[src/timestamp_barrier_sync_assert.svh]
// Assertion macros shared by the barrier synchronization RTL.
`ifndef TIMESTAMP_BARRIER_SYNC_ASSERT_SVH
`define TIMESTAMP_BARRIER_SYNC_ASSERT_SVH

// Same-cycle implication, sampled on clk and disabled during reset.
`define TBS_ASSERT_IMP(label, ante, cons) \
    label: assert property (@(posedge clk) disable iff (!rst_n) (ante) |-> (cons)) \
        else $error("barrier sync assertion failed");

// Next-cycle implication, sampled on clk and disabled during reset.
`define TBS_ASSERT_NXT(label, ante, cons) \
    label: assert property (@(posedge clk) disable iff (!rst_n) (ante) |=> (cons)) \
        else $error("barrier sync assertion failed");

`endif

[src/tbs_pkg.sv]
// Shared types and constants of the barrier synchronization unit.
package tbs_pkg;

    localparam int DEF_MAX_THREADS = 16;

    localparam int CMD_W = 3;
    localparam int ID_W  = 5;
    localparam int TS_W  = 64;
    localparam int ARG_W = 64;
    localparam int STS_W = 2;
    localparam int TC_W  = 5;

    localparam int PADDR_W = 2;
    localparam int PDATA_W = 32;

    localparam logic [PADDR_W-1:0] REG_THREAD_COUNT = 2'd0;

    localparam logic [CMD_W-1:0] CMD_REGISTER      = 3'd0;
    localparam logic [CMD_W-1:0] CMD_SYNC_START    = 3'd1;
    localparam logic [CMD_W-1:0] CMD_MARK_USED     = 3'd2;
    localparam logic [CMD_W-1:0] CMD_GET_ARG       = 3'd3;
    localparam logic [CMD_W-1:0] CMD_SYNC_COMPLETE = 3'd4;

    localparam logic [STS_W-1:0] STATUS_OK          = 2'd0;
    localparam logic [STS_W-1:0] STATUS_OUT_OF_SYNC = 2'd1;
    localparam logic [STS_W-1:0] STATUS_NOT_USED    = 2'd2;
    localparam logic [STS_W-1:0] STATUS_BAD_ID      = 2'd3;

    typedef struct packed {
        logic             used;
        logic [ARG_W-1:0] arg;
        logic [TS_W-1:0]  stamp;
    } entry_t;

    typedef enum logic [1:0] {
        ST_IDLE,
        ST_READ,
        ST_SCAN
    } state_t;

endpackage

[src/tbs_if.sv]
// Request and response channel interfaces of the barrier synchronization unit.
interface tbs_req_if;
    logic                        valid;
    logic                        ready;
    logic [tbs_pkg::CMD_W-1:0]   cmd;
    logic [tbs_pkg::ID_W-1:0]    member_id;
    logic [tbs_pkg::TS_W-1:0]    epoch_stamp;
    logic [tbs_pkg::ARG_W-1:0]   arg_value;

    modport source (output valid, output cmd, output member_id, output epoch_stamp,
                    output arg_value, input ready);
    modport sink   (input valid, input cmd, input member_id, input epoch_stamp,
                    input arg_value, output ready);
endinterface

interface tbs_rsp_if;
    logic                        valid;
    logic                        ready;
    logic [tbs_pkg::STS_W-1:0]   status;
    logic [tbs_pkg::ID_W-1:0]    assigned_id;
    logic [tbs_pkg::ARG_W-1:0]   arg_out;

    modport source (output valid, output status, output assigned_id, output arg_out,
                    input ready);
    modport sink   (input valid, input status, input assigned_id, input arg_out,
                    output ready);
endinterface

[src/tbs_table.sv]
// Participant table: one synchronous memory with per-entry valid bits.
module tbs_table #(
    parameter int MAX_THREADS = tbs_pkg::DEF_MAX_THREADS,
    localparam int IDX_W = (MAX_THREADS > 1) ? $clog2(MAX_THREADS) : 1
) (
    input  logic                 clk,
    input  logic                 rst_n,
    input  logic                 rd_en,
    input  logic [IDX_W-1:0]     rd_addr,
    output tbs_pkg::entry_t      rd_data,
    input  logic                 wr_en,
    input  logic [IDX_W-1:0]     wr_addr,
    input  tbs_pkg::entry_t      wr_data
);

    tbs_pkg::entry_t        mem [MAX_THREADS];
    tbs_pkg::entry_t        q_reg;
    logic [MAX_THREADS-1:0] valid_reg;
    logic                   hit_reg;

    always_ff @(posedge clk)
    begin
        if (wr_en)
        begin
            mem[wr_addr] <= wr_data;
        end
        if (rd_en)
        begin
            q_reg <= mem[rd_addr];
        end
    end

    // An entry never written since reset reads as all zero.
    always_ff @(posedge clk or negedge rst_n)
    begin
        if (!rst_n)
        begin
            valid_reg <= '0;
            hit_reg   <= 1'b0;
        end
        else
        begin
            if (wr_en)
            begin
                valid_reg[wr_addr] <= 1'b1;
            end
            if (rd_en)
            begin
                hit_reg <= valid_reg[rd_addr];
            end
        end
    end

    assign rd_data = hit_reg ? q_reg : '0;

endmodule

[src/timestamp_barrier_sync.sv]
// Top level of the time-stamped barrier synchronization unit.
// This unit keeps a table of up to MAX_THREADS participants, each with a 64-bit time
// stamp, a 64-bit argument word and a used flag, all zero after reset, in one
// synchronous memory. Commands arrive as beats on the req channel and each gives
// exactly one response beat on rsp. The unit works on one command at a time: a
// register, sync_start, mark_used or get_arg command reads its entry on the accepting
// edge; the read state then does the update and the response load once the response
// slot is free, and only then can a new command be taken. sync_complete first updates
// the caller's used flag and then scans the active participants through the single
// memory read port, one per cycle, before its response is loaded; the read port is
// what sets how long the command takes. A response waiting on rsp does not block the
// next request from being accepted; it only holds the following command at its final
// step. The participant count is written over the APB port at address 0; the user
// must write it only while the unit is idle, which the block itself does not enforce.
// pready is always high and prdata returns the count.
`include "timestamp_barrier_sync_assert.svh"

module timestamp_barrier_sync #(
    parameter int MAX_THREADS = tbs_pkg::DEF_MAX_THREADS
) (
    input  logic                          clk,
    input  logic                          rst_n,
    tbs_req_if.sink                       req,
    tbs_rsp_if.source                     rsp,
    input  logic                          psel,
    input  logic                          penable,
    input  logic                          pwrite,
    input  logic [tbs_pkg::PADDR_W-1:0]   paddr,
    input  logic [tbs_pkg::PDATA_W-1:0]   pwdata,
    output logic [tbs_pkg::PDATA_W-1:0]   prdata,
    output logic                          pready
);

    localparam int IDX_W  = (MAX_THREADS > 1) ? $clog2(MAX_THREADS) : 1;
    localparam int CNT_RAW = $clog2(MAX_THREADS + 1);
    localparam int CNT_W  = (CNT_RAW > tbs_pkg::TC_W) ? CNT_RAW : tbs_pkg::TC_W;
    localparam int NID_W  = CNT_W + 1;

    // Control state.
    tbs_pkg::state_t               state_reg, state_next;
    logic [tbs_pkg::TC_W-1:0]      thread_count_reg;
    logic [NID_W-1:0]              next_id_reg, next_id_next;
    logic [CNT_W-1:0]              scan_idx_reg, scan_idx_next;
    logic                          pend_reg, pend_next;
    logic                          mism_reg, mism_next;
    logic                          unused_reg, unused_next;
    logic                          out_valid_reg, out_valid_next;

    // Latched command.
    logic [tbs_pkg::CMD_W-1:0]     cmd_reg;
    logic [IDX_W-1:0]              slot_reg;
    logic [tbs_pkg::TS_W-1:0]      ts_reg;
    logic [tbs_pkg::ARG_W-1:0]     av_reg;
    logic                          bad_reg;

    // Response register.
    logic [tbs_pkg::STS_W-1:0]     out_status_reg, out_status_next;
    logic [tbs_pkg::ID_W-1:0]      out_id_reg, out_id_next;
    logic [tbs_pkg::ARG_W-1:0]     out_arg_reg, out_arg_next;
    logic                          out_load;

    // Memory ports.
    logic                          rd_en;
    logic [IDX_W-1:0]              rd_addr;
    tbs_pkg::entry_t               rd_data;
    logic                          wr_en;
    logic [IDX_W-1:0]              wr_addr;
    tbs_pkg::entry_t               wr_data;

    logic [CNT_W-1:0]              active_count;
    logic [CNT_W-1:0]              tc_ext;
    logic [CNT_W-1:0]              id_ext;
    logic                          id_ok;
    logic                          cmd_needs_id;
    logic                          accept;
    logic                          out_free;
    logic                          stamp_match;
    logic                          scan_done;
    logic                          cfg_wr;

    // The active count is the programmed count capped at the table depth.
    assign tc_ext       = CNT_W'(thread_count_reg);
    assign active_count = (tc_ext < CNT_W'(MAX_THREADS)) ? tc_ext : CNT_W'(MAX_THREADS);

    // A thread id is checked at accept time, against the count in force then.
    assign id_ext       = CNT_W'(req.member_id);
    assign id_ok        = (id_ext != '0) && (id_ext <= active_count);
    assign cmd_needs_id = (req.cmd == tbs_pkg::CMD_SYNC_START)
                       || (req.cmd == tbs_pkg::CMD_MARK_USED)
                       || (req.cmd == tbs_pkg::CMD_GET_ARG)
                       || (req.cmd == tbs_pkg::CMD_SYNC_COMPLETE);

    assign req.ready = (state_reg == tbs_pkg::ST_IDLE);
    assign accept    = req.valid && req.ready;

    // The response slot can take a new beat when empty or when it drains this cycle.
    assign out_free    = !out_valid_reg || rsp.ready;
    assign stamp_match = (rd_data.stamp == ts_reg);
    assign scan_done   = (scan_idx_reg == active_count) && !pend_reg;

    tbs_table #(
        .MAX_THREADS (MAX_THREADS)
    ) u_table (
        .clk     (clk),
        .rst_n   (rst_n),
        .rd_en   (rd_en),
        .rd_addr (rd_addr),
        .rd_data (rd_data),
        .wr_en   (wr_en),
        .wr_addr (wr_addr),
        .wr_data (wr_data)
    );

    // Next state. A sync_complete with a valid id moves on to the scan; every other command
    // finishes in the read state once the response slot is free.
    always_comb
    begin
        state_next = state_reg;
        unique case (state_reg)
            tbs_pkg::ST_IDLE:
            begin
                if (accept)
                begin
                    state_next = tbs_pkg::ST_READ;
                end
            end
            tbs_pkg::ST_READ:
            begin
                if (!bad_reg && (cmd_reg == tbs_pkg::CMD_SYNC_COMPLETE))
                begin
                    state_next = tbs_pkg::ST_SCAN;
                end
                else if (out_free)
                begin
                    state_next = tbs_pkg::ST_IDLE;
                end
            end
            tbs_pkg::ST_SCAN:
            begin
                if (scan_done && out_free)
                begin
                    state_next = tbs_pkg::ST_IDLE;
                end
            end
            default:
            begin
                state_next = tbs_pkg::ST_IDLE;
            end
        endcase
    end

    // Memory accesses, scan bookkeeping and the response contents.
    always_comb
    begin
        rd_en           = 1'b0;
        rd_addr         = IDX_W'(id_ext - CNT_W'(1));
        wr_en           = 1'b0;
        wr_addr         = slot_reg;
        wr_data         = rd_data;
        out_load        = 1'b0;
        out_status_next = tbs_pkg::STATUS_OK;
        out_id_next     = '0;
        out_arg_next    = '0;
        next_id_next    = next_id_reg;
        scan_idx_next   = scan_idx_reg;
        pend_next       = 1'b0;
        mism_next       = mism_reg;
        unused_next     = unused_reg;

        unique case (state_reg)
            tbs_pkg::ST_IDLE:
            begin
                // Fetch the caller's entry; harmless for commands that ignore it.
                rd_en = accept;
            end
            tbs_pkg::ST_READ:
            begin
                out_load = out_free;
                if (bad_reg)
                begin
                    out_status_next = tbs_pkg::STATUS_BAD_ID;
                end
                else
                begin
                    case (cmd_reg)
                        tbs_pkg::CMD_REGISTER:
                        begin
                            if (next_id_reg <= NID_W'(active_count))
                            begin
                                out_id_next = next_id_reg[tbs_pkg::ID_W-1:0];
                                if (out_free)
                                begin
                                    next_id_next = next_id_reg + NID_W'(1);
                                end
                            end
                        end
                        tbs_pkg::CMD_SYNC_START:
                        begin
                            wr_en         = out_free;
                            wr_data.used  = 1'b0;
                            wr_data.arg   = av_reg;
                            wr_data.stamp = ts_reg;
                        end
                        tbs_pkg::CMD_MARK_USED:
                        begin
                            if (stamp_match)
                            begin
                                wr_en        = out_free;
                                wr_data.used = 1'b1;
                            end
                            else
                            begin
                                out_status_next = tbs_pkg::STATUS_OUT_OF_SYNC;
                            end
                        end
                        tbs_pkg::CMD_GET_ARG:
                        begin
                            if (stamp_match)
                            begin
                                out_arg_next = rd_data.arg;
                            end
                            else
                            begin
                                out_status_next = tbs_pkg::STATUS_OUT_OF_SYNC;
                            end
                        end
                        tbs_pkg::CMD_SYNC_COMPLETE:
                        begin
                            // Mark the caller now if its stamp matches; the scan starts in the next cycle, so
                            // it reads the updated entry.
                            out_load      = 1'b0;
                            wr_en         = stamp_match;
                            wr_data.used  = 1'b1;
                            scan_idx_next = '0;
                            mism_next     = 1'b0;
                            unused_next   = 1'b0;
                        end
                        default:
                        begin
                            out_status_next = tbs_pkg::STATUS_OK;
                        end
                    endcase
                end
            end
            tbs_pkg::ST_SCAN:
            begin
                // Issue one read per cycle and check the beat read in the previous cycle.
                rd_addr = scan_idx_reg[IDX_W-1:0];
                if (scan_idx_reg < active_count)
                begin
                    rd_en         = 1'b1;
                    scan_idx_next = scan_idx_reg + CNT_W'(1);
                end
                pend_next = rd_en;
                if (pend_reg)
                begin
                    mism_next   = mism_reg || (rd_data.stamp != ts_reg);
                    unused_next = unused_reg || !rd_data.used;
                end
                out_load = scan_done && out_free;
                if (mism_reg)
                begin
                    out_status_next = tbs_pkg::STATUS_OUT_OF_SYNC;
                end
                else if (unused_reg)
                begin
                    out_status_next = tbs_pkg::STATUS_NOT_USED;
                end
            end
            default:
            begin
                rd_en = 1'b0;
            end
        endcase
    end

    always_comb
    begin
        out_valid_next = out_valid_reg;
        if (out_load)
        begin
            out_valid_next = 1'b1;
        end
        else if (rsp.ready)
        begin
            out_valid_next = 1'b0;
        end
    end

    always_ff @(posedge clk or negedge rst_n)
    begin
        if (!rst_n)
        begin
            state_reg        <= tbs_pkg::ST_IDLE;
            thread_count_reg <= '0;
            next_id_reg      <= NID_W'(1);
            scan_idx_reg     <= '0;
            pend_reg         <= 1'b0;
            mism_reg         <= 1'b0;
            unused_reg       <= 1'b0;
            out_valid_reg    <= 1'b0;
            bad_reg          <= 1'b0;
            cmd_reg          <= tbs_pkg::CMD_REGISTER;
        end
        else
        begin
            state_reg     <= state_next;
            next_id_reg   <= next_id_next;
            scan_idx_reg  <= scan_idx_next;
            pend_reg      <= pend_next;
            mism_reg      <= mism_next;
            unused_reg    <= unused_next;
            out_valid_reg <= out_valid_next;
            if (cfg_wr && (paddr == tbs_pkg::REG_THREAD_COUNT))
            begin
                thread_count_reg <= pwdata[tbs_pkg::TC_W-1:0];
            end
            if (accept)
            begin
                cmd_reg <= req.cmd;
                bad_reg <= cmd_needs_id && !id_ok;
            end
        end
    end

    // Payload registers.
    always_ff @(posedge clk)
    begin
        if (accept)
        begin
            slot_reg <= IDX_W'(id_ext - CNT_W'(1));
            ts_reg   <= req.epoch_stamp;
            av_reg   <= req.arg_value;
        end
        if (out_load)
        begin
            out_status_reg <= out_status_next;
            out_id_reg     <= out_id_next;
            out_arg_reg    <= out_arg_next;
        end
    end

    assign rsp.valid       = out_valid_reg;
    assign rsp.status      = out_status_reg;
    assign rsp.assigned_id = out_id_reg;
    assign rsp.arg_out     = out_arg_reg;

    // APB register port.
    assign cfg_wr = psel && penable && pwrite;
    assign pready = 1'b1;
    assign prdata = (paddr == tbs_pkg::REG_THREAD_COUNT)
                  ? {{(tbs_pkg::PDATA_W - tbs_pkg::TC_W){1'b0}}, thread_count_reg}
                  : '0;

    // A write never lands on the entry being read in the same cycle.
    `TBS_ASSERT_IMP(a_no_rw_collision, wr_en && rd_en, wr_addr != rd_addr)
    // Every accepted request goes through the read of its entry.
    `TBS_ASSERT_NXT(a_accept_reads, req.valid && req.ready, state_reg == tbs_pkg::ST_READ)
    // The scan never runs past the active participants.
    `TBS_ASSERT_IMP(a_scan_bound, state_reg == tbs_pkg::ST_SCAN, scan_idx_reg <= active_count)
    // A handed-out id is always within the active range.
    `TBS_ASSERT_IMP(a_id_in_range, out_load && (out_id_next != '0), CNT_W'(out_id_next) <= active_count)

endmodule

[src/flat_wrapper.sv]
// flat-port wrapper written by rule: the top's interface ports become plain ports
module timestamp_barrier_sync_flat 
#(
    parameter int MAX_THREADS = tbs_pkg::DEF_MAX_THREADS
)
  (clk, rst_n, psel, penable, pwrite, paddr, pwdata, prdata, pready, req_valid, req_cmd, req_member_id, req_epoch_stamp, req_arg_value, req_ready, rsp_valid, rsp_status, rsp_assigned_id, rsp_arg_out, rsp_ready);
  tbs_req_if req_i ();
  tbs_rsp_if rsp_i ();
  input  logic clk;
  input  logic rst_n;
  input  logic psel;
  input  logic penable;
  input  logic pwrite;
  input  logic [tbs_pkg::PADDR_W-1:0] paddr;
  input  logic [tbs_pkg::PDATA_W-1:0] pwdata;
  output logic [tbs_pkg::PDATA_W-1:0] prdata;
  output logic pready;
  input wire logic [$bits(req_i.valid)-1:0] req_valid;
  input wire logic [$bits(req_i.cmd)-1:0] req_cmd;
  input wire logic [$bits(req_i.member_id)-1:0] req_member_id;
  input wire logic [$bits(req_i.epoch_stamp)-1:0] req_epoch_stamp;
  input wire logic [$bits(req_i.arg_value)-1:0] req_arg_value;
  output wire logic [$bits(req_i.ready)-1:0] req_ready;
  output wire logic [$bits(rsp_i.valid)-1:0] rsp_valid;
  output wire logic [$bits(rsp_i.status)-1:0] rsp_status;
  output wire logic [$bits(rsp_i.assigned_id)-1:0] rsp_assigned_id;
  output wire logic [$bits(rsp_i.arg_out)-1:0] rsp_arg_out;
  input wire logic [$bits(rsp_i.ready)-1:0] rsp_ready;
  assign req_i.valid = req_valid;
  assign req_i.cmd = req_cmd;
  assign req_i.member_id = req_member_id;
  assign req_i.epoch_stamp = req_epoch_stamp;
  assign req_i.arg_value = req_arg_value;
  assign req_ready = req_i.ready;
  assign rsp_valid = rsp_i.valid;
  assign rsp_status = rsp_i.status;
  assign rsp_assigned_id = rsp_i.assigned_id;
  assign rsp_arg_out = rsp_i.arg_out;
  assign rsp_i.ready = rsp_ready;
  timestamp_barrier_sync #(.MAX_THREADS(MAX_THREADS)) u_core (.clk(clk), .rst_n(rst_n), .req(req_i), .rsp(rsp_i), .psel(psel), .penable(penable), .pwrite(pwrite), .paddr(paddr), .pwdata(pwdata), .prdata(prdata), .pready(pready));
endmodule
[config.mk]
export PLATFORM = sky130hd
export DESIGN_NAME = timestamp_barrier_sync_flat
export DESIGN_NICKNAME = d
export VERILOG_FILES = /design/src/tbs_pkg.sv /design/src/tbs_if.sv /design/src/tbs_table.sv /design/src/timestamp_barrier_sync.sv /design/src/flat_wrapper.sv
export VERILOG_INCLUDE_DIRS = /design/src /design/src/src
export SDC_FILE = /design/constraint.sdc
export NUM_CORES = 2
export LEC_CHECK = 0
export ABC_CLOCK_PERIOD_IN_PS = 37800
export BUFFER_PORTS_ARGS = -buffer_cell sky130_fd_sc_hd__buf_2
export CAP_MARGIN = 15
export CORE_ASPECT_RATIO = 0.9
export CORE_UTILIZATION = 30
export DETAILED_ROUTE_END_ITERATION = 8
export GPL_TIMING_DRIVEN = 0
export REMOVE_ABC_BUFFERS = 1
export SLEW_MARGIN = 30
export SYNTH_ARGS = -nofsm -noshare
export SYNTH_HDL_FRONTEND = slang
export SYNTH_SLANG_ARGS = --single-unit
[constraint.sdc]
create_clock -name clk -period 37.8 [get_ports clk]
set_input_delay 7.56 -clock clk [delete_from_list [all_inputs] [get_ports clk]]
set_output_delay 7.56 -clock clk [all_outputs]
set_load 0.01 [all_outputs]
## Word-level counts from Yosys, hierarchy flattened

Memories as Yosys holds them, arrays and structs flattened. A register that Yosys moved wholly into a read port is not among the register bits.
Cells that the tools add are included.

- Register bits: 246
- Bits in writable memories: 2064
- Input bits: 177
- Memories kept: 1

Memories:

| memory | words | width | read ports | clocked after Yosys merged registers in | write ports | RTL line | RTL |
|---|---|---|---|---|---|---|---|
| u_core.u_table.mem | 16 | 129 | 1 | 1 | 1 | tbs_table.sv:16 | `tbs_pkg::entry_t mem [MAX_THREADS];` |

- Add/subtract/negate cells: 3
- $lt $le $gt $ge: 7
- Eq/ne operators: 20
- Muxes and demuxes: 48
- Bitwise operators: 7
- Reductions and logical operators: 34

Operators by type and width:

| cell | number |
|---|---|
| $mux 129 | 3 |
| $mux 128 | 1 |
| $eq 64x64->1 | 1 |
| $ne 64x64->1 | 1 |
| $mux 5 | 5 |
| $mux 1 | 19 |
| $mux 2 | 8 |
| $or 16x16->16 | 1 |
| $eq 3x2->1 const B | 4 |
| $logic_and 1x1->1 | 10 |
| $lt 4x5->1 const B | 2 |
| $pmux 5 s2 | 1 |
| $ne 2x1->1 const B | 4 |
| $pmux 1 s2 | 4 |
| $reduce_and 4->1 | 2 |
| $reduce_or 4->1 | 2 |
| $add 6x1->6 const B | 1 |
| $eq 3x1->1 const B | 2 |
| $eq 3x3->1 const B | 2 |
| $le 6x5->1 | 1 |
| $logic_or 1x1->1 | 6 |
| $not 1->1 | 6 |
| $pmux 1 s3 | 2 |
| $pmux 2 s3 | 1 |
| other kinds (23) | 30 |

## Depth between registers and ports, before layout

- Depth after elaboration: 8
- Depth in mapped cells: 13
- Depth with buffers taken out: 10

## Modules after synthesis

Synthesis repeated with hierarchy kept, for this count alone.

- Cells, all modules: 4118
- Area, all modules: 94092.7 sq um

Modules (own cells, without submodules):

| module | instances | cells each | area each (sq um) |
|---|---|---|---|
| tbs_table | 1 | 3383 | 83172.3 |
| timestamp_barrier_sync | 1 | 735 | 10920.5 |

## Least setup slack after synthesis

No wires, ideal clock.

- Kind: in2reg
- Start: in rsp_ready
- End: mem u_core.u_table.mem[12][0] (netlist name) (enable)
- Data arrival time: 20.541 ns
- Required time: 36.868 ns
- Path slack: 16.327 ns
- Stages: 5
- Path through: nor2b_1 o21a_1 o31a_1 buf_2 nor4_1

- Word-level cells in the longest chain between the ends: 7

RTL lines:

| item | RTL line | RTL |
|---|---|---|
| start: declaration | flat_wrapper.sv:28 | `input wire logic [$bits(rsp_i.ready)-1:0] rsp_ready;` |
| $logic_or 1x1->1 * | timestamp_barrier_sync.sv:97 | `assign out_free = !out_valid_reg \|\| rsp.ready;` |
| $mux 1 | timestamp_barrier_sync.sv:206 | `if (stamp_match)` |
| $pmux 1 s3 * | timestamp_barrier_sync.sv:185 | `case (cmd_reg)` |
| $mux 1 * | timestamp_barrier_sync.sv:179 | `if (bad_reg)` |
| $mux 1 * | timestamp_barrier_sync.sv:170 | `unique case (state_reg)` |
| $mux 1 * | tbs_table.sv:23 | `if (wr_en)` |
| $mux 1 (not written as such) * | tbs_table.sv:25 | `mem[wr_addr] <= wr_data;` |
| end: declaration | tbs_table.sv:16 |  |

Mark *: on every way between the ends. The rest lies on a longest branch, timed or not.

## Final worst setup path

- Start: in paddr[1] (netlist name)
- End: out prdata[3] (netlist name)

- Word-level cells in the longest chain between the ends: 2

RTL lines:

| item | RTL line | RTL |
|---|---|---|
| start: declaration | flat_wrapper.sv:14 | `input logic [tbs_pkg::PADDR_W-1:0] paddr;` |
| $logic_not 2->1 | timestamp_barrier_sync.sv:351 | `assign prdata = (paddr == tbs_pkg::REG_THREAD_COUNT)` |
| $mux 5 | timestamp_barrier_sync.sv:352 | `? {{(tbs_pkg::PDATA_W - tbs_pkg::TC_W){1'b0}}, thread_count_reg}` |
| end: declaration | flat_wrapper.sv:16 | `output logic [tbs_pkg::PDATA_W-1:0] prdata;` |

Every way passes these cells.

==> impl_metrics.tcl <==
set metrics [dict create \
    status "finished, final reports clean" \
    place.gp.congestion 0.723 \
    crit_type "in -> out" \
    syn_avg_cell_area_um2 13.1 \
    seq_area_mm2 0.0730 \
    post-route-period-util_pct 41.6 \
    grt_use_total_pct 15.7 \
    ys_warn_count 0 \
    hold_viol 0 \
    io_buffers 227 \
    tightest_slew_ps 1010 \
    dpl_cell_area_mm2 0.109 \
    critPathCaptureType "primary output" \
    synth.distinct_cells 51 \
    wl_per_cell_um 21.1 \
    finalNonFillerCells 12600 \
    vias_per_cell 5.02 \
    drv_slew 0 \
    ys.flop_type "edfxtp_1" \
    hold_depth 2 \
    grt_antenna_before_repair 32 \
    rows 197 \
    finalSetupViolCount 0 \
    place_ws_ps 22050 \
    drive_gt1_share_pct 17.5 \
    postCtsHoldBufs 0 \
    hold_path_startpoint "u_core.u_table.valid_reg[11]$_DFFE_PN0P_" \
    reg2regPathDepth 21 \
    power_mw 7.25 \
    r2r_start "u_core.u_table.hit_reg$_DFFE_PN0P_" \
    grt_max_degree 101 \
    dp.cells 12200 \
    die_h_um 542 \
    ir_drop_uv 44.1 \
    cp_max_fo 5 \
    cts_tree "built" \
    fillers 30200 \
    ios 283 \
    clock-root-buffer "clkbuf_16" \
    cts_buffers 240 \
    power_density_mw_per_mm2 62.1 \
    area_growth_pct 20.4 \
    cts.sinks 2439 \
    die-area_mm2 0.326 \
    ys_ff_latch 2439 \
    dieWidth_um 602 \
    ys_async_sr_fraction_pct 1.76 \
    nets 8325 \
    max_freq_mhz 63.6 \
    finalCriticalPeriod_ps 15720 \
    hp-class "reg -> reg" \
    grt-ovfl-total 0 \
    r2r-end "u_core.u_table.mem[10][98]$_DFFE_PP_" \
    rsz0062_at_grt "no" \
    first_global_vias 60800 \
    synth_area_mm2 0.0971 \
    h-tree-depth 4 \
    rrSetupSlack_ps 29790 \
    ys_seq_area_share_pct 75.2 \
    cts_setup_buffers 0 \
    largest_register_ffs 2064 \
    design_area_mm2 0.117 \
    dr.pass1.iters 6 \
    worstSkewPairLatency_ps 880 \
    clock_path_buffers 4 \
    wl_um 265000 \
    fin_skew_ps 65.1 \
    vias 63200 \
    drt_iter0_drc 6524 \
    grt_pass1_wl_um 393000 \
    core_mm2 0.321 \
    multi_input_area_mm2 0.0224 \
    critPathArrivalTime_ps 8160 \
    post_cts_resized 0 \
    synth_edf_count 2396 \
    maxCapViolCount 0 \
    start_util_pct 30.3 \
    maxSlewHeadroom_pct 32.5 \
    drc 0 \
    p_leak_nw 41.6 \
    hold_end "u_core.u_table.valid_reg[11]$_DFFE_PN0P_" \
    place_hpwl_um 182000 \
    startpoint_type "input port" \
    crit_required_ps 30240 \
    clkTransAtPathRegs_ps 60 \
    fin_ws_ps 22080 \
    syn-instance-count 7389 \
    drtAntennaViolNets 0 \
]
[cell type report]
| type | count | area share, % |
|---|---|---|
| Inverter | 34 | 0.122 |
| Sequential cell | 2439 | 62.5 |
| Clock inverter | 118 | 0.865 |
| Antenna cell | 8 | 0.0171 |
| Tap cell | 4278 | 4.58 |
| Timing Repair Buffer | 1003 | 7.37 |
| Multi-Input combinational cell | 4408 | 19.2 |
| Clock buffer | 306 | 5.42 |
[metrics by stage]
step                      hold slack (ps)  setup TNS, ps  utilization [%]
after floorplan                       415        -484270                -
after global placement                428              -             31.6
after detailed placement              441              0             34.0
after CTS                             454              0             36.3
after global routing                  474              0             36.4
final                                 457              0             36.4
[worst max path at each step]
stage                                start                                 end  slack, ps
final                             paddr[1]                           prdata[3]      22080
after global routing              paddr[1]                           prdata[1]      21970
after CTS                         paddr[1]                           prdata[3]      22050
after detailed placement          paddr[1]                           prdata[3]      22050
after global placement    req_member_id[0]  u_core.u_table.q_reg[23]$_DFFE_PP_     -30810
after floorplan           req_member_id[0]   u_core.u_table.q_reg[0]$_DFFE_PP_      -3730
[placed cells by master (no fill, tap or decap), types with 39 or more instances in the layout]
cell	count
edfxtp_1	2396
nand2_1	2352
nand3_1	557
buf_2	528
a311oi_1	389
buf_4	269
and3_1	260
clkbuf_16	243
a21oi_1	138
a31oi_1	132
buf_8	100
o21ai_2	92
nor2_1	78
buf_16	74
clkbuf_1	61
clkinv_1	56
o22ai_1	49
dfrtp_1	41
xor2_1	39
o21a_1	39
[metal layers]
metal / up-vias / wire [um] / GRT usage, %
li1: 28800 / - / -
met1: 31900 / 115000 / 21.8
met2: 2236 / 127000 / 26.0
met3: 381 / 17000 / 2.13
met4: 12 / 6460 / 3.87
met5: - / 60 / 0
[critical path: stages]
cell and delay [ps]:
buf_2 110, nor2_1 210, and2_1 160, buf_2 120
[power by group]
group	internal, mW	switching, mW
Sequential	3.48	0.0826
Clock	1.29	0.989
Combinational	0.415	0.993
Total	5.19	2.07
[kinds of logic (layout without fill, tap and decap cells)]
family | count (synthesis) | count (layout) | share of synthesized area [%]
adder cells (fa/ha/maj) | 22 | 22 | 0.283
other | 2 | 36 | 0.00773
multiplexers | 13 | 13 | 0.146
XOR/XNOR | 40 | 40 | 0.361
AO/OA/AOI/OAI | 928 | 928 | 6.78
AND/OR/NAND/NOR | 3377 | 3377 | 14.8
flip-flops | 2439 | 2439 | 75.2
buffers and inverters | 568 | 1461 | 2.39
[Yosys cell counts, types with 5 or more instances]
cell type | instances | area, um2
a21oi_1 | 140 | 701
a311oi_1 | 389 | 3410
a31oi_1 | 132 | 826
and2_1 | 9 | 56.3
and3_1 | 260 | 1630
buf_1 | 9 | 33.8
buf_2 | 51 | 255
buf_4 | 34 | 255
clkbuf_1 | 440 | 1650
dfrtp_1 | 42 | 1050
edfxtp_1 | 2396 | 71900
ha_1 | 22 | 275
inv_1 | 34 | 128
mux2_2 | 9 | 101
nand2_1 | 2352 | 8830
nand3_1 | 557 | 2790
nand4b_1 | 32 | 280
nor2_1 | 78 | 293
nor2b_1 | 5 | 31.3
nor3_1 | 45 | 225
nor4_1 | 15 | 93.8
o211ai_1 | 5 | 37.5
o21a_1 | 39 | 293
o21ai_0 | 143 | 716
o22ai_1 | 49 | 307
o31ai_1 | 13 | 97.6
o41ai_2 | 6 | 97.6
xor2_1 | 39 | 342
(Power assumes the default switching activity.)
